==> src/uadw_pkg.sv <==
// Package of the USB audio descriptor walker: state encoding, record and verdict codes,
// descriptor constants and the command and status bundles between controller and datapath.
// Depends on nothing.
package uadw_pkg;

    typedef enum logic [2:0] {
        ST_IDLE,
        ST_DESC,
        ST_RATE_RD,
        ST_RATE,
        ST_VERDICT
    } uadw_state_t;

    // Record kinds.
    localparam logic [2:0] KIND_INTERFACE = 3'd0;
    localparam logic [2:0] KIND_VERSION   = 3'd1;
    localparam logic [2:0] KIND_FORMAT    = 3'd2;
    localparam logic [2:0] KIND_RATE      = 3'd3;
    localparam logic [2:0] KIND_ENDPOINT  = 3'd4;
    localparam logic [2:0] KIND_VERDICT   = 3'd5;

    // Verdict codes.
    localparam logic [2:0] VC_NOT_AUDIO     = 3'd0;
    localparam logic [2:0] VC_ASYNC_EXPLICIT = 3'd1;
    localparam logic [2:0] VC_ASYNC_IMPLICIT = 3'd2;
    localparam logic [2:0] VC_ASYNC_NONE    = 3'd3;
    localparam logic [2:0] VC_ADAPTIVE_SYNC = 3'd4;

    // Bit positions in the seen flags.
    localparam int FLAG_AUDIO = 0;
    localparam int FLAG_ASYNC = 1;
    localparam int FLAG_EXPL  = 2;
    localparam int FLAG_IMPL  = 3;

    // Descriptor types and audio class codes.
    localparam logic [7:0] DT_INTERFACE    = 8'h04;
    localparam logic [7:0] DT_CS_INTERFACE = 8'h24;
    localparam logic [7:0] DT_ENDPOINT     = 8'h05;
    localparam logic [7:0] CLASS_AUDIO     = 8'h01;
    localparam logic [7:0] SUBCLASS_CTRL   = 8'h01;
    localparam logic [7:0] SUBCLASS_STREAM = 8'h02;
    localparam logic [7:0] SUBTYPE_HEADER  = 8'h01;
    localparam logic [7:0] SUBTYPE_FORMAT  = 8'h02;
    localparam logic [7:0] MIN_LENGTH      = 8'd2;
    localparam logic [7:0] LEN_INTERFACE   = 8'd9;
    localparam logic [7:0] LEN_CS          = 8'd3;
    localparam logic [7:0] LEN_HEADER      = 8'd8;
    localparam logic [7:0] LEN_FORMAT      = 8'd11;
    localparam logic [7:0] LEN_ENDPOINT    = 8'd7;
    localparam logic [7:0] LEN_EP_LONG     = 8'd9;
    localparam logic [7:0] FIRST_RATE_OFF  = 8'd8;

    // Endpoint attribute field codes.
    localparam logic [1:0] EP_ISOCHRONOUS = 2'b01;
    localparam logic [1:0] SYNC_ASYNC     = 2'b01;
    localparam logic [1:0] USAGE_FEEDBACK = 2'b01;
    localparam logic [1:0] USAGE_IMPLICIT = 2'b10;

    typedef struct packed {
        logic walk;
        logic load_desc;
        logic rate_read;
        logic load_rate;
        logic load_verdict;
        logic last;
    } uadw_cmd_t;

    typedef struct packed {
        logic desc_end;
        logic desc_rec;
        logic desc_rates;
        logic rate_last;
    } uadw_status_t;

endpackage

==> src/uadw_ram.sv <==
// Generic single write port, single read port RAM with a registered read.
// Depends on nothing.
module uadw_ram #(
    parameter int WIDTH = 24,
    parameter int DEPTH = 8
) (
    input  logic                                         clk,
    input  logic                                         wr_en,
    input  logic [((DEPTH > 1) ? $clog2(DEPTH) : 1)-1:0] wr_addr,
    input  logic [WIDTH-1:0]                             wr_data,
    input  logic                                         rd_en,
    input  logic [((DEPTH > 1) ? $clog2(DEPTH) : 1)-1:0] rd_addr,
    output logic [WIDTH-1:0]                             rd_data
);

    logic [WIDTH-1:0] mem_reg [DEPTH];
    logic [WIDTH-1:0] rd_data_reg;

    always_ff @(posedge clk)
    begin
        if (wr_en)
        begin
            mem_reg[wr_addr] <= wr_data;
        end
        if (rd_en)
        begin
            rd_data_reg <= mem_reg[rd_addr];
        end
    end

    assign rd_data = rd_data_reg;

endmodule

==> src/uadw_ctrl.sv <==
// Controller of the USB audio descriptor walker: sequences byte intake, record emission
// and the output valid flag. Depends on uadw_pkg.
module uadw_ctrl (
    input  logic                  clk,
    input  logic                  rst_n,
    input  logic                  in_valid,
    output logic                  in_ready,
    input  logic                  final_byte,
    output logic                  out_valid,
    input  logic                  out_ready,
    output uadw_pkg::uadw_cmd_t   cmd,
    input  uadw_pkg::uadw_status_t status
);

    uadw_pkg::uadw_state_t state_reg, state_next;
    logic fin_reg, fin_next;
    logic out_valid_reg, out_valid_next;
    logic out_free;
    logic load_any;

    assign out_free = !out_valid_reg || out_ready;

    always_ff @(posedge clk or negedge rst_n)
    begin
        if (!rst_n)
        begin
            state_reg     <= uadw_pkg::ST_IDLE;
            fin_reg       <= 1'b0;
            out_valid_reg <= 1'b0;
        end
        else
        begin
            state_reg     <= state_next;
            fin_reg       <= fin_next;
            out_valid_reg <= out_valid_next;
        end
    end

    always_comb
    begin
        state_next = state_reg;
        fin_next   = fin_reg;
        in_ready   = 1'b0;
        cmd        = '0;
        unique case (state_reg)
            uadw_pkg::ST_IDLE:
            begin
                in_ready = 1'b1;
                if (in_valid)
                begin
                    cmd.walk = 1'b1;
                    fin_next = final_byte;
                    if (status.desc_end)
                    begin
                        state_next = uadw_pkg::ST_DESC;
                    end
                    else if (final_byte)
                    begin
                        state_next = uadw_pkg::ST_VERDICT;
                    end
                end
            end
            uadw_pkg::ST_DESC:
            begin
                if (!status.desc_rec)
                begin
                    state_next = fin_reg ? uadw_pkg::ST_VERDICT : uadw_pkg::ST_IDLE;
                end
                else if (out_free)
                begin
                    cmd.load_desc = 1'b1;
                    cmd.last      = !fin_reg && !status.desc_rates;
                    if (status.desc_rates)
                    begin
                        state_next = uadw_pkg::ST_RATE_RD;
                    end
                    else
                    begin
                        state_next = fin_reg ? uadw_pkg::ST_VERDICT : uadw_pkg::ST_IDLE;
                    end
                end
            end
            uadw_pkg::ST_RATE_RD:
            begin
                cmd.rate_read = 1'b1;
                state_next    = uadw_pkg::ST_RATE;
            end
            uadw_pkg::ST_RATE:
            begin
                if (out_free)
                begin
                    cmd.load_rate = 1'b1;
                    cmd.last      = !fin_reg && status.rate_last;
                    if (status.rate_last)
                    begin
                        state_next = fin_reg ? uadw_pkg::ST_VERDICT : uadw_pkg::ST_IDLE;
                    end
                    else
                    begin
                        state_next = uadw_pkg::ST_RATE_RD;
                    end
                end
            end
            uadw_pkg::ST_VERDICT:
            begin
                if (out_free)
                begin
                    cmd.load_verdict = 1'b1;
                    cmd.last         = 1'b1;
                    fin_next         = 1'b0;
                    state_next       = uadw_pkg::ST_IDLE;
                end
            end
            default:
            begin
                state_next = uadw_pkg::ST_IDLE;
            end
        endcase
    end

    assign load_any = cmd.load_desc || cmd.load_rate || cmd.load_verdict;

    always_comb
    begin
        if (load_any)
        begin
            out_valid_next = 1'b1;
        end
        else if (out_ready)
        begin
            out_valid_next = 1'b0;
        end
        else
        begin
            out_valid_next = out_valid_reg;
        end
    end

    assign out_valid = out_valid_reg;

    // A new record is only written into a free output register.
    a_no_overwrite: assert property (@(posedge clk) disable iff (!rst_n)
        load_any |-> (!out_valid_reg || out_ready))
        else $error("record loaded over an untaken record");

    // The verdict ends the set and returns to intake with no final mark pending.
    a_verdict_ends: assert property (@(posedge clk) disable iff (!rst_n)
        cmd.load_verdict |=> (state_reg == uadw_pkg::ST_IDLE && !fin_reg))
        else $error("verdict did not close the descriptor set");

    // No byte is taken while a final mark still awaits its verdict.
    a_no_intake_after_final: assert property (@(posedge clk) disable iff (!rst_n)
        in_ready |-> !fin_reg)
        else $error("byte taken while a verdict is pending");

    // Every rate record is preceded by a memory read.
    a_rate_after_read: assert property (@(posedge clk) disable iff (!rst_n)
        (state_reg == uadw_pkg::ST_RATE && $past(state_reg) != uadw_pkg::ST_RATE)
        |-> $past(state_reg) == uadw_pkg::ST_RATE_RD)
        else $error("rate record without a preceding read");

endmodule

==> src/uadw_datapath.sv <==
// Datapath of the USB audio descriptor walker: walk counters, header bytes, rate
// assembly and store, descriptor decode, flags and the output record register.
// Depends on uadw_pkg and uadw_ram.
module uadw_datapath #(
    parameter int MAX_BYTES = 1024,
    parameter int MAX_RATES = 8
) (
    input  logic                   clk,
    input  logic                   rst_n,
    input  logic [7:0]             data_byte,
    input  uadw_pkg::uadw_cmd_t    cmd,
    output uadw_pkg::uadw_status_t status,
    output logic [2:0]             record_kind,
    output logic [7:0]             number_a,
    output logic [7:0]             number_b,
    output logic [7:0]             number_c,
    output logic [7:0]             number_d,
    output logic [7:0]             number_e,
    output logic [23:0]            wide_value,
    output logic                   long_endpoint,
    output logic [2:0]             verdict_code,
    output logic                   rates_dropped,
    output logic                   last_of_run
);

    localparam int BTW = $clog2(MAX_BYTES + 1);
    localparam int AW  = (MAX_RATES > 1) ? $clog2(MAX_RATES) : 1;
    localparam int RW  = $clog2(MAX_RATES + 1);

    logic [BTW-1:0] byte_total_reg, byte_total_next;
    logic [7:0]     offset_reg, offset_next;
    logic [7:0]     length_reg, length_next;
    logic [7:0]     type_reg, type_next;
    logic [1:0]     pos_reg, pos_next;
    logic [6:0]     cnt_reg, cnt_next;
    logic [7:0]     class_reg, class_next;
    logic [7:0]     subclass_reg, subclass_next;
    logic [3:0]     flags_reg, flags_next;
    logic           stopped_reg, stopped_next;
    logic [RW-1:0]  rate_idx_reg, rate_idx_next;

    logic [7:0]     hdr_reg [7];
    logic [15:0]    stage_reg;

    logic           under_limit;
    logic           active;
    logic [8:0]     off_inc;
    logic           hdr_wr;
    logic           stage_lo_wr;
    logic           stage_hi_wr;
    logic           ram_wr;
    logic [23:0]    ram_rd_data;

    logic [7:0]     hb2, hb3, hb4, hb5, hb6, hb7, hb8;
    logic           is_if, is_cs, is_hdr, is_fmt, is_ep, ep_long;
    logic [7:0]     refresh, synch;
    logic [7:0]     avail;
    logic           dropped;
    logic [RW-1:0]  shown;
    logic [2:0]     vc;

    assign hb2 = hdr_reg[0];
    assign hb3 = hdr_reg[1];
    assign hb4 = hdr_reg[2];
    assign hb5 = hdr_reg[3];
    assign hb6 = hdr_reg[4];
    assign hb7 = hdr_reg[5];
    assign hb8 = hdr_reg[6];

    assign under_limit = byte_total_reg < BTW'(MAX_BYTES);
    assign active      = cmd.walk && under_limit && !stopped_reg;
    assign off_inc     = {1'b0, offset_reg} + 9'd1;

    // Descriptor decode from the stored header bytes.
    always_comb
    begin
        is_if   = type_reg == uadw_pkg::DT_INTERFACE && length_reg >= uadw_pkg::LEN_INTERFACE;
        is_cs   = type_reg == uadw_pkg::DT_CS_INTERFACE && length_reg >= uadw_pkg::LEN_CS
                  && class_reg == uadw_pkg::CLASS_AUDIO;
        is_hdr  = is_cs && subclass_reg == uadw_pkg::SUBCLASS_CTRL
                  && hb2 == uadw_pkg::SUBTYPE_HEADER && length_reg >= uadw_pkg::LEN_HEADER;
        is_fmt  = is_cs && subclass_reg == uadw_pkg::SUBCLASS_STREAM
                  && hb2 == uadw_pkg::SUBTYPE_FORMAT && length_reg >= uadw_pkg::LEN_FORMAT;
        is_ep   = type_reg == uadw_pkg::DT_ENDPOINT && length_reg >= uadw_pkg::LEN_ENDPOINT;
        ep_long = length_reg >= uadw_pkg::LEN_EP_LONG;
        refresh = ep_long ? hb7 : 8'd0;
        synch   = ep_long ? hb8 : 8'd0;
        // Rates present are bounded by the advertised count and by complete triplets.
        avail   = (hb7 < {1'b0, cnt_reg}) ? hb7 : {1'b0, cnt_reg};
        dropped = avail > 8'(MAX_RATES);
        shown   = dropped ? RW'(MAX_RATES) : RW'(avail);
    end

    always_comb
    begin
        if (!flags_reg[uadw_pkg::FLAG_AUDIO])
        begin
            vc = uadw_pkg::VC_NOT_AUDIO;
        end
        else if (flags_reg[uadw_pkg::FLAG_ASYNC] && flags_reg[uadw_pkg::FLAG_EXPL])
        begin
            vc = uadw_pkg::VC_ASYNC_EXPLICIT;
        end
        else if (flags_reg[uadw_pkg::FLAG_ASYNC] && flags_reg[uadw_pkg::FLAG_IMPL])
        begin
            vc = uadw_pkg::VC_ASYNC_IMPLICIT;
        end
        else if (flags_reg[uadw_pkg::FLAG_ASYNC])
        begin
            vc = uadw_pkg::VC_ASYNC_NONE;
        end
        else
        begin
            vc = uadw_pkg::VC_ADAPTIVE_SYNC;
        end
    end

    assign status.desc_end   = active && offset_reg != 8'd0
                               && off_inc >= {1'b0, length_reg};
    assign status.desc_rec   = is_if || is_hdr || is_fmt || is_ep;
    assign status.desc_rates = is_fmt && shown != '0;
    assign status.rate_last  = rate_idx_reg == shown - RW'(1);

    // Walk, interface tracking and flag updates.
    always_comb
    begin
        byte_total_next = byte_total_reg;
        offset_next     = offset_reg;
        length_next     = length_reg;
        type_next       = type_reg;
        pos_next        = pos_reg;
        cnt_next        = cnt_reg;
        class_next      = class_reg;
        subclass_next   = subclass_reg;
        flags_next      = flags_reg;
        stopped_next    = stopped_reg;
        rate_idx_next   = rate_idx_reg;
        hdr_wr          = 1'b0;
        stage_lo_wr     = 1'b0;
        stage_hi_wr     = 1'b0;
        ram_wr          = 1'b0;

        if (cmd.walk && under_limit)
        begin
            byte_total_next = byte_total_reg + 1'b1;
        end

        if (active)
        begin
            if (offset_reg == 8'd0)
            begin
                if (data_byte < uadw_pkg::MIN_LENGTH)
                begin
                    stopped_next = 1'b1;
                end
                else
                begin
                    length_next = data_byte;
                    pos_next    = 2'd0;
                    cnt_next    = 7'd0;
                    offset_next = 8'd1;
                end
            end
            else
            begin
                if (offset_reg == 8'd1)
                begin
                    type_next = data_byte;
                end
                if (offset_reg >= 8'd2 && offset_reg <= uadw_pkg::FIRST_RATE_OFF)
                begin
                    hdr_wr = 1'b1;
                end
                if (offset_reg >= uadw_pkg::FIRST_RATE_OFF)
                begin
                    case (pos_reg)
                        2'd0:    stage_lo_wr = 1'b1;
                        2'd1:    stage_hi_wr = 1'b1;
                        default:
                        begin
                            ram_wr   = cnt_reg < 7'(MAX_RATES);
                            cnt_next = cnt_reg + 7'd1;
                        end
                    endcase
                    pos_next = (pos_reg == 2'd2) ? 2'd0 : pos_reg + 2'd1;
                end
                offset_next = (off_inc >= {1'b0, length_reg}) ? 8'd0 : off_inc[7:0];
            end
        end

        if (cmd.load_desc)
        begin
            rate_idx_next = '0;
            if (is_if)
            begin
                class_next    = hb5;
                subclass_next = hb6;
                if (hb5 == uadw_pkg::CLASS_AUDIO)
                begin
                    flags_next[uadw_pkg::FLAG_AUDIO] = 1'b1;
                end
            end
            else if (is_ep && class_reg == uadw_pkg::CLASS_AUDIO
                     && hb3[1:0] == uadw_pkg::EP_ISOCHRONOUS)
            begin
                if (hb3[3:2] == uadw_pkg::SYNC_ASYNC)
                begin
                    flags_next[uadw_pkg::FLAG_ASYNC] = 1'b1;
                end
                if (hb3[5:4] == uadw_pkg::USAGE_FEEDBACK || (ep_long && synch != 8'd0))
                begin
                    flags_next[uadw_pkg::FLAG_EXPL] = 1'b1;
                end
                if (hb3[5:4] == uadw_pkg::USAGE_IMPLICIT)
                begin
                    flags_next[uadw_pkg::FLAG_IMPL] = 1'b1;
                end
            end
        end

        if (cmd.load_rate)
        begin
            rate_idx_next = rate_idx_reg + RW'(1);
        end

        if (cmd.load_verdict)
        begin
            byte_total_next = '0;
            offset_next     = 8'd0;
            length_next     = 8'd0;
            type_next       = 8'd0;
            pos_next        = 2'd0;
            cnt_next        = 7'd0;
            class_next      = 8'd0;
            subclass_next   = 8'd0;
            flags_next      = 4'd0;
            stopped_next    = 1'b0;
        end
    end

    always_ff @(posedge clk or negedge rst_n)
    begin
        if (!rst_n)
        begin
            byte_total_reg <= '0;
            offset_reg     <= 8'd0;
            length_reg     <= 8'd0;
            type_reg       <= 8'd0;
            pos_reg        <= 2'd0;
            cnt_reg        <= 7'd0;
            class_reg      <= 8'd0;
            subclass_reg   <= 8'd0;
            flags_reg      <= 4'd0;
            stopped_reg    <= 1'b0;
            rate_idx_reg   <= '0;
        end
        else
        begin
            byte_total_reg <= byte_total_next;
            offset_reg     <= offset_next;
            length_reg     <= length_next;
            type_reg       <= type_next;
            pos_reg        <= pos_next;
            cnt_reg        <= cnt_next;
            class_reg      <= class_next;
            subclass_reg   <= subclass_next;
            flags_reg      <= flags_next;
            stopped_reg    <= stopped_next;
            rate_idx_reg   <= rate_idx_next;
        end
    end

    // Header bytes and the partial rate carry no reset.
    always_ff @(posedge clk)
    begin
        if (hdr_wr)
        begin
            hdr_reg[3'(offset_reg - 8'd2)] <= data_byte;
        end
        if (stage_lo_wr)
        begin
            stage_reg[7:0] <= data_byte;
        end
        if (stage_hi_wr)
        begin
            stage_reg[15:8] <= data_byte;
        end
    end

    uadw_ram #(
        .WIDTH (24),
        .DEPTH (MAX_RATES)
    ) u_rate_ram (
        .clk     (clk),
        .wr_en   (ram_wr),
        .wr_addr (cnt_reg[AW-1:0]),
        .wr_data ({data_byte, stage_reg}),
        .rd_en   (cmd.rate_read),
        .rd_addr (rate_idx_reg[AW-1:0]),
        .rd_data (ram_rd_data)
    );

    // Output record register.
    always_ff @(posedge clk)
    begin
        if (cmd.load_desc || cmd.load_rate || cmd.load_verdict)
        begin
            record_kind   <= uadw_pkg::KIND_RATE;
            number_a      <= 8'd0;
            number_b      <= 8'd0;
            number_c      <= 8'd0;
            number_d      <= 8'd0;
            number_e      <= 8'd0;
            wide_value    <= 24'd0;
            long_endpoint <= 1'b0;
            verdict_code  <= 3'd0;
            rates_dropped <= 1'b0;
            last_of_run   <= cmd.last;
            if (cmd.load_verdict)
            begin
                record_kind  <= uadw_pkg::KIND_VERDICT;
                wide_value   <= {{(24 - BTW){1'b0}}, byte_total_reg};
                verdict_code <= vc;
            end
            else if (cmd.load_rate)
            begin
                wide_value <= ram_rd_data;
            end
            else if (is_if)
            begin
                record_kind <= uadw_pkg::KIND_INTERFACE;
                number_a    <= hb2;
                number_b    <= hb3;
                number_c    <= hb5;
                number_d    <= hb6;
                number_e    <= hb4;
            end
            else if (is_hdr)
            begin
                record_kind <= uadw_pkg::KIND_VERSION;
                number_a    <= hb4;
                number_b    <= hb3;
            end
            else if (is_fmt)
            begin
                record_kind   <= uadw_pkg::KIND_FORMAT;
                number_a      <= hb4;
                number_b      <= hb6;
                number_c      <= hb7;
                rates_dropped <= dropped;
            end
            else
            begin
                record_kind   <= uadw_pkg::KIND_ENDPOINT;
                number_a      <= hb2;
                number_b      <= hb3;
                number_c      <= refresh;
                number_d      <= synch;
                wide_value    <= {8'd0, hb5, hb4};
                long_endpoint <= ep_long;
            end
        end
    end

endmodule

==> src/usb_audio_descriptor_walker_unit.sv <==
// Top level of the USB audio descriptor walker.
// Depends on uadw_pkg, uadw_ctrl and uadw_datapath (which holds uadw_ram).
//
// Usage. The input channel (in_valid, in_ready, data_byte, final_byte) carries one byte of
// a USB configuration descriptor set per request; final_byte marks the last byte of the
// set. The output channel (out_valid, out_ready and the record fields) carries records:
// interface, audio header version, format, sample rate, endpoint and the closing verdict.
// last_of_run is set on the final record caused by one input byte.
// Timing. A byte that completes no descriptor leaves the walker ready for the next byte. A
// byte that completes a descriptor adds a decode state, in which a recognised descriptor's
// record is loaded into the output register once that register is free. Each sample-rate
// record then passes through a registered read of the rate memory before it is loaded. A
// final byte adds a state for the verdict.
// Stalls. Records wait in a single output register; the next byte is taken while a
// record waits, but a further record is only loaded once the receiver has taken the one
// before, so in_ready stays low while a further record waits to be loaded.
// Reset. rst_n clears the walk, the interface tracking, the flags and the byte count; the
// verdict does the same at the end of each set. Header bytes and the rate memory are
// not cleared, since nothing is read from them before it has been written.
module usb_audio_descriptor_walker_unit #(
    parameter int MAX_BYTES = 1024,
    parameter int MAX_RATES = 8
) (
    input  logic        clk,
    input  logic        rst_n,
    input  logic        in_valid,
    output logic        in_ready,
    input  logic [7:0]  data_byte,
    input  logic        final_byte,
    output logic        out_valid,
    input  logic        out_ready,
    output logic [2:0]  record_kind,
    output logic [7:0]  number_a,
    output logic [7:0]  number_b,
    output logic [7:0]  number_c,
    output logic [7:0]  number_d,
    output logic [7:0]  number_e,
    output logic [23:0] wide_value,
    output logic        long_endpoint,
    output logic [2:0]  verdict_code,
    output logic        rates_dropped,
    output logic        last_of_run
);

    uadw_pkg::uadw_cmd_t    cmd;
    uadw_pkg::uadw_status_t status;

    // The controller sequences intake and emission; all data lives in the datapath.
    uadw_ctrl u_ctrl (
        .clk        (clk),
        .rst_n      (rst_n),
        .in_valid   (in_valid),
        .in_ready   (in_ready),
        .final_byte (final_byte),
        .out_valid  (out_valid),
        .out_ready  (out_ready),
        .cmd        (cmd),
        .status     (status)
    );

    uadw_datapath #(
        .MAX_BYTES (MAX_BYTES),
        .MAX_RATES (MAX_RATES)
    ) u_datapath (
        .clk           (clk),
        .rst_n         (rst_n),
        .data_byte     (data_byte),
        .cmd           (cmd),
        .status        (status),
        .record_kind   (record_kind),
        .number_a      (number_a),
        .number_b      (number_b),
        .number_c      (number_c),
        .number_d      (number_d),
        .number_e      (number_e),
        .wide_value    (wide_value),
        .long_endpoint (long_endpoint),
        .verdict_code  (verdict_code),
        .rates_dropped (rates_dropped),
        .last_of_run   (last_of_run)
    );

endmodule

==> config.mk <==
export PLATFORM = sky130hd
export DESIGN_NAME = usb_audio_descriptor_walker_unit
export DESIGN_NICKNAME = d
export VERILOG_FILES = /design/src/uadw_pkg.sv /design/src/uadw_ram.sv /design/src/uadw_ctrl.sv /design/src/uadw_datapath.sv /design/src/usb_audio_descriptor_walker_unit.sv
export SDC_FILE = /design/constraint.sdc
export NUM_CORES = 1
export LEC_CHECK = 0
export BUFFER_PORTS_ARGS = -buffer_cell sky130_fd_sc_hd__buf_4
export CAP_MARGIN = 20
export CORE_UTILIZATION = 25
export CTS_BUF_LIST = sky130_fd_sc_hd__clkbuf_16
export DETAILED_ROUTE_END_ITERATION = 10
export HOLD_SLACK_MARGIN = 0.06
export PLACE_DENSITY = 0.43
export SLEW_MARGIN = 20
export SYNTH_ARGS = -nofsm -noshare
export SYNTH_HDL_FRONTEND = slang
export SYNTH_SLANG_ARGS = --single-unit
==> constraint.sdc <==
create_clock -name clk -period 5.2 [get_ports clk]
set_input_delay 0.78 -clock clk [delete_from_list [all_inputs] [get_ports clk]]
set_output_delay 0.78 -clock clk [all_outputs]
set_load 0.02 [all_outputs]
=== Word-level counts from Yosys, hierarchy flattened ===
Memories as Yosys holds them, arrays and structs flattened. A register that Yosys moved wholly into a read port is not among the register bits.
Cells that the tools add are included.

* Register bits: 163
* Bits in writable memories: 248
* Bits of input ports: 13
* Word-level logic and storage cells: 294
* Memories: 2

{| class="wikitable"
|+ Memory list
! memory !! words !! bits a word !! rd ports !! clocked after memory_dff !! wr ports !! line !! text
|-
| u_datapath.u_rate_ram.mem_reg || 8 || 24 || 1 || 1 || 1 || uadw_ram.sv:16 || <nowiki>logic [WIDTH-1:0] mem_reg [DEPTH];</nowiki>
|-
| u_datapath.hdr_reg || 7 || 8 || 7 || 0 || 1 || uadw_datapath.sv:42 || <nowiki>logic [7:0] hdr_reg [7];</nowiki>
|}

* $add $sub $neg: 7
* Magnitude comparators: 14
* Equal/unequal tests: 31
* Muxes and demuxes: 125
* Bitwise operators: 4
* Reductions and logical operators: 77

{| class="wikitable"
|+ Operator list
! cell !! count
|-
| $mux W8 || 34
|-
| $mux W24 || 3
|-
| $mux W3 || 17
|-
| $mux W1 || 45
|-
| $mux W7 || 6
|-
| $eq A8 B1 Y1 const B || 5
|-
| $mux W11 || 3
|-
| $ge A8 B4 Y1 const B || 4
|-
| $reduce_bool A2 Y1 || 15
|-
| $logic_and A1 B1 Y1 || 23
|-
| $mux W4 || 5
|-
| $reduce_and A3 Y1 || 6
|-
| $eq A8 B2 Y1 const B || 2
|-
| $eq A8 B3 Y1 const B || 2
|-
| $ge A8 B2 Y1 const B || 2
|-
| $mux W16 || 1
|-
| $mux W2 || 8
|-
| $reduce_and A4 Y1 || 4
|-
| $reduce_bool A8 Y1 || 2
|-
| $pmux W3 S5 || 1
|-
| $add A11 B1 Y11 const B || 1
|-
| $lt A11 B11 Y1 const B || 1
|-
| $ne A2 B1 Y1 const B || 5
|-
| $reduce_or A5 Y1 || 2
|-
| other kinds (39) || 61
|}

=== Depth between registers and ports, before layout ===
Gate-level depths: netlist of run 1.

* Word-level depth: 14
* Depth in mapped cells: 16

=== By module ===
Synthesis of run 1 repeated with hierarchy kept, for this count alone.

* Cells, all modules: 1094
* Area, all modules: 17794.6 um2

{| class="wikitable"
|+ Modules (own cells, without submodules)
! module !! times used !! cells an instance !! area an instance (um2) !! seq. area each (um2)
|-
| uadw_datapath || 1 || 739 || 9370.2 || 6080.8
|-
| uadw_ram || 1 || 314 || 8037.7 || 6486.2
|-
| uadw_ctrl || 1 || 41 || 386.6 || 125.1
|}

=== Least setup slack after synthesis of run 1 ===
No wires, ideal clock.

* Kind: reg-to-reg
* Start: mem u_datapath.hdr_reg[0][3]
* End: reg u_datapath.last_of_run (enable)
* Setup time: 0.528 ns
* Arrival time: 5.096 ns
* Required time: 4.672 ns
* Setup slack: -0.424 ns
* Stages on the path, launching flop included: 8
* Path buffers: 0
* Clock period less this slack: 5.624 ns
* Path through: edfxtp_1 -> nor4b_1 -> nand2_1 -> a2111oi_2 -> o21bai_4 -> nand2_1 -> a22oi_1 -> a21oi_1

{| class="wikitable"
|+ RTL lines
! what !! line !! text
|-
| start: declaration || uadw_datapath.sv:42 ||
|-
| end signal: assignment || uadw_datapath.sv:318 || <nowiki>last_of_run <= cmd.last;</nowiki>
|-
| end: declaration || uadw_datapath.sv:23 || <nowiki>output logic last_of_run</nowiki>
|}

==> results of run 1 <==
## final timing paths
kind	from	endpoint	slack, ns
max in group asynchronous	rst_n	u_datapath.rate_idx_reg[1]	4.35
worst min-delay path	rst_n	u_datapath.offset_reg[3]	0.25
min in group clk	u_datapath.subclass_reg[6]	u_datapath.subclass_reg[6]	0.50
worst min register to register	u_datapath.subclass_reg[6]	u_datapath.subclass_reg[6]	0.50
worst max register to register	u_datapath.cnt_reg[2]	u_datapath.last_of_run	1.35
worst max-delay path	u_datapath.cnt_reg[2]	u_datapath.last_of_run	1.35
## stage by stage
| stage | cells | setup WS, ns |
|---|---|---|
| floorplan | 1127 | 1.02 |
| global placement | 2132 | 1.37 |
| detailed placement | 2132 | 1.37 |
| CTS | 2219 | 1.34 |
| global route | 2219 | 0.992 |
| finish | 2219 | 1.35 |
## cells by family (layout without fill, tap and decap cells)
kind of cell             Yosys count  count (layout)  synth area share [%]
AO/OA/AOI/OAI                    147             147                  5.84
XOR/XNOR                          19              19                 0.940
adder cells (fa/ha/maj)           22              22                  1.55
buffers and inverters             85             237                  1.97
flip-flops                       435             435                  71.7
multiplexers                      93              93                  8.82
AND/OR/NAND/NOR                  326             326                  9.20
## layout make-up
type	instances	area share, %
Sequential cell	435	60.0
Multi-Input combinational cell	607	22.5
Clock buffer	47	5.56
Tap cell	940	5.56
Timing Repair Buffer	117	4.23
Clock inverter	40	1.57
Inverter	33	0.586
## Yosys cell counts (13+ instances only)
cell	instances
and3_1	16
nand2_1	93
mux2i_1	20
inv_1	33
o21ai_1	31
dfrtp_1	74
a21oi_1	27
nor3_1	19
xor2_1	13
nand3_1	51
nor2_1	76
nor4_1	14
ha_1	22
a22o_1	14
mux2_2	25
mux4_2	48
edfxtp_1	361
clkbuf_1	36
## where the power goes
| group | switching [W] | internal (W) | leakage, nW |
|---|---|---|---|
| Combinational | 0.000898 | 0.000469 | 2.51 |
| Clock | 0.00142 | 0.00186 | 0.776 |
| Sequential | 0.000168 | 0.00404 | 4.28 |
## routing by layer
metal,GRT usage (%),wire [um],share of wire (%)
met1,18.8,22400,47
met2,21.9,22500,47
met3,2.12,2140,4.5
met4,3.46,860,1.8
met5,0,0,0
## critical path, stage by stage, from the launching register on
cell,delay (ns)
dfrtp_1,0.58
inv_1,0.15
ha_1,0.32
a21oi_1,0.14
o21ai_1,0.08
a31oi_1,0.73
o21ai_0,0.31
nand2_1,0.15
ha_1,0.19
nand3b_1,0.08
mux2i_1,0.40
nor4_1,0.09
or3_1,0.32
o311ai_1,0.11
==> results.md, run 1 <==
- Worst Reg-to-Reg Cells: 13
- Clk slew on worst S/H paths: 0.06 ns
- Die Width: 268 um
- Cts repair resizes: 0
- Pwr dens: 418 nW/um^2
- CTS tree: yes
- Post-synth EDFFs: 361
- Count of cell types in the netlist: 73
- Critical Path Source Type: flip-flop
- I/O Buffers: 87
- Worst Setup End Kind: flip-flop
- Synth area leaders: edfxtp_1, dfrtp_1, mux4_2
- NumNets Final: 1276
- Register area: 12700 um^2
- Most frequent cells in the layout: edfxtp_1, buf_4, nand2_1
- Total GRT Usage: 13.5%
- Worst Path Required: 5.58 ns
- Initial Util: 25.3%
- Syn Std Cell Area: 17700 um^2
- Cells after Synth: 1127
- # rows: 97
- Placed Area: 19600 um^2
- Pins over their slew limit: 0
- Post-synthesis register bit count: 435
- Fin Setup TNS: 0 ns
- RSZ-0062 raised after global routing: false
- Initial drt markers: 785
- Yosys top cell by area: edfxtp_1
- Post-route design area: 21200 um^2
- Max reg flops: 192
- DR vias/cell: 4.58
- Avg WL per Cell: 21.6 um
- Hpwl dp: 30100 um
- Rel. slew slack: 35.3%
- Inserted Clock Buffers: 47
- IO Pins: 88
- # diodes: 0
- Die ar.: 71900 um^2
- Clk_skew: 0.0296 ns
- First-pass iteration count of the detailed router: 8
- Vias in the first global route: 10400
- Crit-path max FO: 12
- Worst hold slack: 0.250 ns
- Clock latency on the worst-skew pair: 0.60 ns
- Synthesized area per cell: 15.7 um^2
- Peak VDD IR: 0.236 mV
- Worst EP arrival: 4.22 ns
- Max Cap Viol: 0
- Final min period: 3.85 ns
- Sequential-to-total area share from yosys stat: 71.7%
- Period utilization: 74.0%
- Net Count, Synth: 1162
- Worst slew pin tran: 0.966 ns
- Fillers: 6947
- Max Freq: 260 MHz
- Vias: 10200
- Core Box Area: 70000 um^2
- Root Buffer: clkbuf_16
- Leakage power: 7.57 nW
- Grt total ovfl: 0
- CTS Hold Bufs: 0
- Die Y: 268 um
- Outcome: complete, no violations
- Layout cells sized above 1: 22.7%
- Area Overhead vs Synth: 19.5%
- Hold Vio Cnt, Final: 0
- Largest net degree at the start of global routing: 75
- Initial antenna violation count: 1
- CTS Buffer Depth: 3
- Final ANT Viol Nets: 0
- CTS H-tree lvls: 2
- Min-Delay Path Class: in2async
- CP Class: reg2reg
- WL final: 48000 um
- Post-layout util: 30.2%
- Pwr Total: 0.00885 W
- Post-CTS Repair Setup Buffers: 0
- Multi-input logic area: 4750 um^2
- Post-synth top area share: 61.2%
- Top_reg_cell synth: edfxtp_1
- Final setup violation count: 0
- DRC viols: 0
- # clock sinks: 435
- Placer's final routability congestion estimate: 0.805
- First-pass GRT wire length: 71000 um
- Asr flop ratio synth: 17.0%
- Synth warnings: 0
- Commonest non-fill, non-tap cell in the layout: edfxtp_1
No activity file was read; power rests on OpenSTA's default activity.
==> run 2, diff against run 1 <==
- PLACE_DENSITY: 0.43 -> 0.41
- clock period: 5.2 -> 3.65 ns (I/O delays scaled with it)
==> results.md, run 2 (same netlist as run 1, synthesis figures left out) <==
- Core Box Area: 70000 um^2 (unchanged)
- Worst slew pin tran: 1.11 ns (was 0.966 ns)
- Worst Setup End Kind: flip-flop (unchanged)
- Commonest non-fill, non-tap cell in the layout: edfxtp_1 (unchanged)
- Crit-path max FO: 10 (was 12)
- Finished Layout Cells: 2242 (was 2219)
- Critical Path Source Type: flip-flop (unchanged)
- Initial drt markers: 863 (was 785)
- Max Freq: 304 MHz (was 260 MHz)
- CTS Buffer Depth: 3 (unchanged)
- Critical register-to-register path endpoint: u_datapath.last_of_run (unchanged)
- Placed Area: 19800 um^2 (was 19600 um^2)
- Pins over their slew limit: 0 (unchanged)
- Post-CTS Repair Setup Buffers: 0 (unchanged)
- # rows: 97 (unchanged)
- Outcome: complete, no violations (unchanged)
- Fin Setup TNS: 0 ns (unchanged)
- Post-route design area: 21400 um^2 (was 21200 um^2)
- IO Pins: 88 (unchanged)
- Worst EP arrival: 3.69 ns (was 4.22 ns)
- Die ar.: 71900 um^2 (unchanged)
- Clk slew on worst S/H paths: 0.06 ns (about the same)
- Post-layout util: 30.6% (was 30.2%)
- Flop2flop setup slack: 0.36 ns (was 1.35 ns)
- # clock sinks: 435 (unchanged)
- Die Width: 268 um (unchanged)
- Largest net degree at the start of global routing: 62 (was 75)
- Rel. slew slack: 25.9% (was 35.3%)
- Vias in the first global route: 10400 (about the same)
- Pwr dens: 598 nW/um^2 (was 418 nW/um^2)
- DR vias/cell: 4.56 (was 4.58)
- Initial Util: 25.3% (unchanged)
- Area Overhead vs Synth: 20.8% (was 19.5%)
- First-pass GRT wire length: 71700 um (was 71000 um)
- Cts repair resizes: 0 (unchanged)
- Final setup violation count: 0 (unchanged)
- Inserted Clock Buffers: 49 (was 47)
- Period utilization: 90.1% (was 74.0%)
- CTS H-tree lvls: 2 (unchanged)
- NumNets Final: 1295 (was 1276)
- Hpwl dp: 31400 um (was 30100 um)
- CP Class: reg2reg (unchanged)
- Initial antenna violation count: 3 (was 1)
- Clk_skew: 0.0263 ns (was 0.0296 ns)
- RSZ-0062 raised after global routing: false (unchanged)
- Avg WL per Cell: 21.7 um (was 21.6 um)
- Final min period: 3.29 ns (was 3.85 ns)
- Reg2reg start: u_datapath.hdr_reg[5][6] (was u_datapath.cnt_reg[2])
- Vias: 10200 (about the same)
- I/O Buffers: 87 (unchanged)
- Root Buffer: clkbuf_16 (unchanged)
- Total GRT Usage: 13.7% (was 13.5%)
- Grt total ovfl: 0 (unchanged)
- CTS Hold Bufs: 0 (unchanged)
- Worst Reg-to-Reg Cells: 13 (unchanged)
- Worst Path Required: 4.06 ns (was 5.58 ns)
- Placer's final routability congestion estimate: 0.782 (was 0.805)
- Placed instance count: 2149 (was 2132)
- Hold Vio Cnt, Final: 0 (unchanged)
- Die Y: 268 um (unchanged)
- Max reg flops: 192 (unchanged)
- Max Cap Viol: 0 (unchanged)
- DRC viols: 0 (unchanged)
- Layout cells sized above 1: 23.5% (was 22.7%)
- CTS tree: yes (unchanged)
- WL final: 48700 um (was 48000 um)
- Pwr Total: 0.0128 W (was 0.00885 W)
- Min-Delay Path Class: in2async (unchanged)
- First-pass iteration count of the detailed router: 6 (was 8)
- Final ANT Viol Nets: 0 (unchanged)
- Leakage power: 7.69 nW (was 7.57 nW)
- Clock latency on the worst-skew pair: 0.60 ns (about the same)
- Most frequent cells in the layout: edfxtp_1, buf_4, nand2_1 (unchanged)
- Peak VDD IR: 0.360 mV (was 0.236 mV)
==> run 2: cell types whose count changed in the layout (fill, tap and decap cells not counted), moves of 3 or more <==
cell	change
clkinv_8	-3
clkinv_1	+3
nor3_2	-4
inv_1	+3
buf_4	+13
buf_12	+5
==> run 2: how the worst max path moves through the flow <==
stage / start / depth (start not counted) / endpoint
6_report: u_datapath.hdr_reg[5][6] / 13 / u_datapath.last_of_run
5_1_grt: u_datapath.offset_reg[1] / 13 / u_datapath.offset_reg[6]
4_1_cts: u_datapath.offset_reg[1] / 13 / u_datapath.offset_reg[6]
3_5_place_dp: u_datapath.offset_reg[1] / 13 / u_datapath.offset_reg[6]
3_3_place_gp: u_datapath.offset_reg[2] / 13 / u_datapath.offset_reg[6]
2_1_floorplan: u_ctrl.state_reg[1] / 7 / u_datapath.u_rate_ram.mem_reg[5][0]
==> run 2: per-layer routing <==
metal,global-route usage [%],wire length (um)
met1,19.6,23100
met2,21.3,22100
met3,2.13,2330
met4,4.02,1140
met5,0,0
==> run 2: layout make-up <==
class / instances / area, um^2
antenna: 1 / 2.50
clock buffer: 49 / 1230
clock inverter: 43 / 337
fill: 6955 / 48600
inverter: 33 / 124
multi-input combinational: 607 / 4750
sequential: 435 / 12700
tap: 940 / 1180
timing repair buffer: 134 / 1080
==> run 2: critical path, cell delays in order, from the launching register on <==
cell and delay, ns:
edfxtp_1 0.45, ha_1 0.36, a211oi_1 0.27, nand3_1 0.11
a31oi_1 0.23, buf_4 0.23, nor2_1 0.06, a31oi_1 0.20
ha_1 0.21, nand3b_1 0.08, mux2i_1 0.39, nor4_1 0.07
or3_1 0.32, o311ai_1 0.10
==> run 2: metrics by stage <==
step / setup WS, ns / hold WS [ns]
6_report: 0.362 / 0.0543
5_1_grt: 0.0215 / 0.106
4_1_cts: 0.320 / 0.0814
3_5_place_dp: 0.373 / 0.485
3_3_place_gp: 0.397 / 0.483
2_1_floorplan: 0.328 / 0.252
==> run 2: power by group <==
part / switching (W) / internal [W]
Clock: 0.00208 / 0.00275
Sequential: 0.000234 / 0.00575
Combinational: 0.00132 / 0.000675
Total: 0.00363 / 0.00917
==> run 3, diff against run 2 <==
- CORE_UTILIZATION: 25 -> 35
- PLACE_DENSITY: 0.41 -> 0.52
==> results.md, run 3 (same netlist as run 1, synthesis figures left out) <==
- Outcome: complete, no violations (unchanged)
- Most frequent cells in the layout: edfxtp_1, buf_4, nand2_1 (unchanged)
- NumNets Final: 1291 (was 1295)
- WL final: 43200 um (was 48700 um)
- Register area: 12700 um^2 (unchanged)
- Final min period: 3.32 ns (was 3.29 ns)
- Total GRT Usage: 17.1% (was 13.7%)
- Crit path buffers/inverters: 1 (unchanged)
- Max Freq: 301 MHz (was 304 MHz)
- Min-Delay Path Class: in2reg (was in2async)
- Clk slew on worst S/H paths: 0.06 ns (about the same)
- CP max stage delay: 0.49 ns (was 0.45 ns)
- Worst slew pin tran: 0.899 ns (was 1.11 ns)
- Initial drt markers: 784 (was 863)
- CP Class: reg2reg (unchanged)
- Worst-path cell chain: ha_1 -> nand3_1 -> nor2_1 -> xor2_1 -> ha_1 -> and3_1 -> a22o_1 -> a311oi_1 -> o21ai_0 -> nor3_1 -> buf_4 -> nand2_1 -> o21ai_1 (was ha_1 -> a211oi_1 -> nand3_1 -> a31oi_1 -> buf_4 -> nor2_1 -> a31oi_1 -> ha_1 -> nand3b_1 -> mux2i_1 -> nor4_1 -> or3_1 -> o311ai_1)
- Die Width: 227 um (was 268 um)
- Grt total ovfl: 0 (unchanged)
- Period utilization: 91.0% (was 90.1%)
- Worst EP arrival: 3.80 ns (was 3.69 ns)
- Die ar.: 51500 um^2 (was 71900 um^2)
- Cell mode on critical path: ha_1
- DR vias/cell: 5.09 (was 4.56)
- Crit-path max FO: 7 (was 10)
- Worst Path Required: 4.13 ns (was 4.06 ns)
- Initial antenna violation count: 3 (unchanged)
- Root Buffer: clkbuf_16 (unchanged)
- Avg WL per Cell: 22.0 um (was 21.7 um)
- Area Overhead vs Synth: 19.3% (was 20.8%)
- Pins over their slew limit: 0 (unchanged)
- # clock sinks: 435 (unchanged)
- Hold Vio Cnt, Final: 0 (unchanged)
- Layout cells sized above 1: 24.0% (was 23.5%)
- Final setup violation count: 0 (unchanged)
- Post-CTS Repair Setup Buffers: 0 (unchanged)
- Peak VDD IR: 0.306 mV (was 0.360 mV)
- IO Pins: 88 (unchanged)
- Vias: 9995 (was 10200)
- Rel. slew slack: 39.5% (was 25.9%)
- Clock latency on the worst-skew pair: 0.59 ns (was 0.60 ns)
- Placer's final routability congestion estimate: 0.819 (was 0.782)
- Multi-input logic area: 4750 um^2 (about the same)
- Max reg flops: 192 (unchanged)
- Top delay family on crit path: compound AO/OA/AOI/OAI gates (unchanged)
- Pwr Total: 0.0127 W (was 0.0128 W)
- I/O Buffers: 87 (unchanged)
- Critical Path Source Type: flip-flop (unchanged)
- First-pass GRT wire length: 64500 um (was 71700 um)
- Final ANT Viol Nets: 0 (unchanged)
- Leakage power: 7.67 nW (was 7.69 nW)
- Initial Util: 35.4% (was 25.3%)
- Pwr dens: 602 nW/um^2 (was 598 nW/um^2)
- DRC viols: 0 (unchanged)
- RSZ-0062 raised after global routing: false (unchanged)
- Max Cap Viol: 0 (unchanged)
- Worst Setup End Kind: flip-flop (unchanged)
- CTS H-tree lvls: 2 (unchanged)
- Commonest non-fill, non-tap cell in the layout: edfxtp_1 (unchanged)
- Fin Setup TNS: 0 ns (unchanged)
- Hpwl dp: 27800 um (was 31400 um)
- Core Box Area: 50100 um^2 (was 70000 um^2)
- CP max-delay cell: dfrtp_1 (was edfxtp_1)
- Largest net degree at the start of global routing: 57 (was 62)
- Fillers: 4562 (was 6955)
- First-pass iteration count of the detailed router: 6 (unchanged)
- Clk_skew: 0.0357 ns (was 0.0263 ns)
- CTS tree: yes (unchanged)
- Inserted Clock Buffers: 45 (was 49)
- # rows: 82 (was 97)
- CTS Buffer Depth: 3 (unchanged)
- Vias in the first global route: 9954 (was 10400)
- Die Y: 227 um (was 268 um)
## run 3: worst register-to-register path, cell delays in order, from the launching register on
cell and delay, ns:
dfrtp_1 0.49, ha_1 0.32, nand3_1 0.10, nor2_1 0.27
xor2_1 0.18, ha_1 0.25, and3_1 0.18, a22o_1 0.21
a311oi_1 0.35, o21ai_0 0.31, nor3_1 0.21, buf_4 0.17
nand2_1 0.05, o21ai_1 0.13
## run 3: per-layer routing
metal,part of all wire (%),vias to the layer above,global-route usage [%]
li1,-,4616,-
met1,48,5105,25.0
met2,46,220,26.6
met3,3.8,54,2.70
met4,1.8,0,4.50
met5,0,-,0
## run 3: timing repair
| action | in CTS | in global routing |
|---|---|---|
| hold buffers | 1 | 0 |
| setup endpoints to repair | 0 | 0 |
| resized for setup | 0 | 0 |
| hold endpoints to repair | 1 | 0 |
## run 3: final cells by class
type                    instances  share of cell area, %
flip-flops and latches        435                   60.1
multi-input cells             607                   22.5
repair buffers                134                   5.43
clock buffers                  45                   5.33
well taps                     672                   3.98
clock inverters                38                   2.06
inverters                      33                  0.587
diodes                          1                 0.0118
## run 3: path summary, 6_finish.rpt
path / start / end / slack, ns / depth (start not counted)
hold / removal: in_valid / u_ctrl.fin_reg / 0.32 / 3
hold reg to reg: u_datapath.subclass_reg[6] / u_datapath.subclass_reg[6] / 0.50 / 2
max in group asynchronous: rst_n / u_datapath.cnt_reg[2] / 2.26 / 3
min in group asynchronous: rst_n / u_datapath.length_reg[4] / 0.59 / 2
setup / recovery: u_datapath.offset_reg[1] / u_datapath.offset_reg[6] / 0.33 / 13
setup reg to reg: u_datapath.offset_reg[1] / u_datapath.offset_reg[6] / 0.33 / 13
## run 3: metrics by stage
stage / area [um^2] / std cells / util, % / setup WS [ns] / hold slack (ns)
after CTS: 21100 / 1964 / 42.2 / 0.346 / 0.289
after global placement: 19500 / 1880 / 39.0 / 0.401 / 0.483
after floorplan: 17700 / 1127 / - / 0.328 / 0.252
after detailed placement: 19500 / 1880 / 39.0 / 0.374 / 0.487
after global routing: 21100 / 1964 / 42.2 / 0.103 / 0.312
final: 21100 / 1965 / 42.2 / 0.328 / 0.319
## run 3: power breakdown
| group | internal (W) | total [W] | leakage [nW] | switching (W) |
|---|---|---|---|---|
| Clock | 0.00284 | 0.00479 | 0.782 | 0.00195 |
| Combinational | 0.000704 | 0.00196 | 2.61 | 0.00125 |
| Sequential | 0.00575 | 0.00596 | 4.28 | 0.000214 |
| Total | 0.00929 | 0.0127 | 7.67 | 0.00342 |
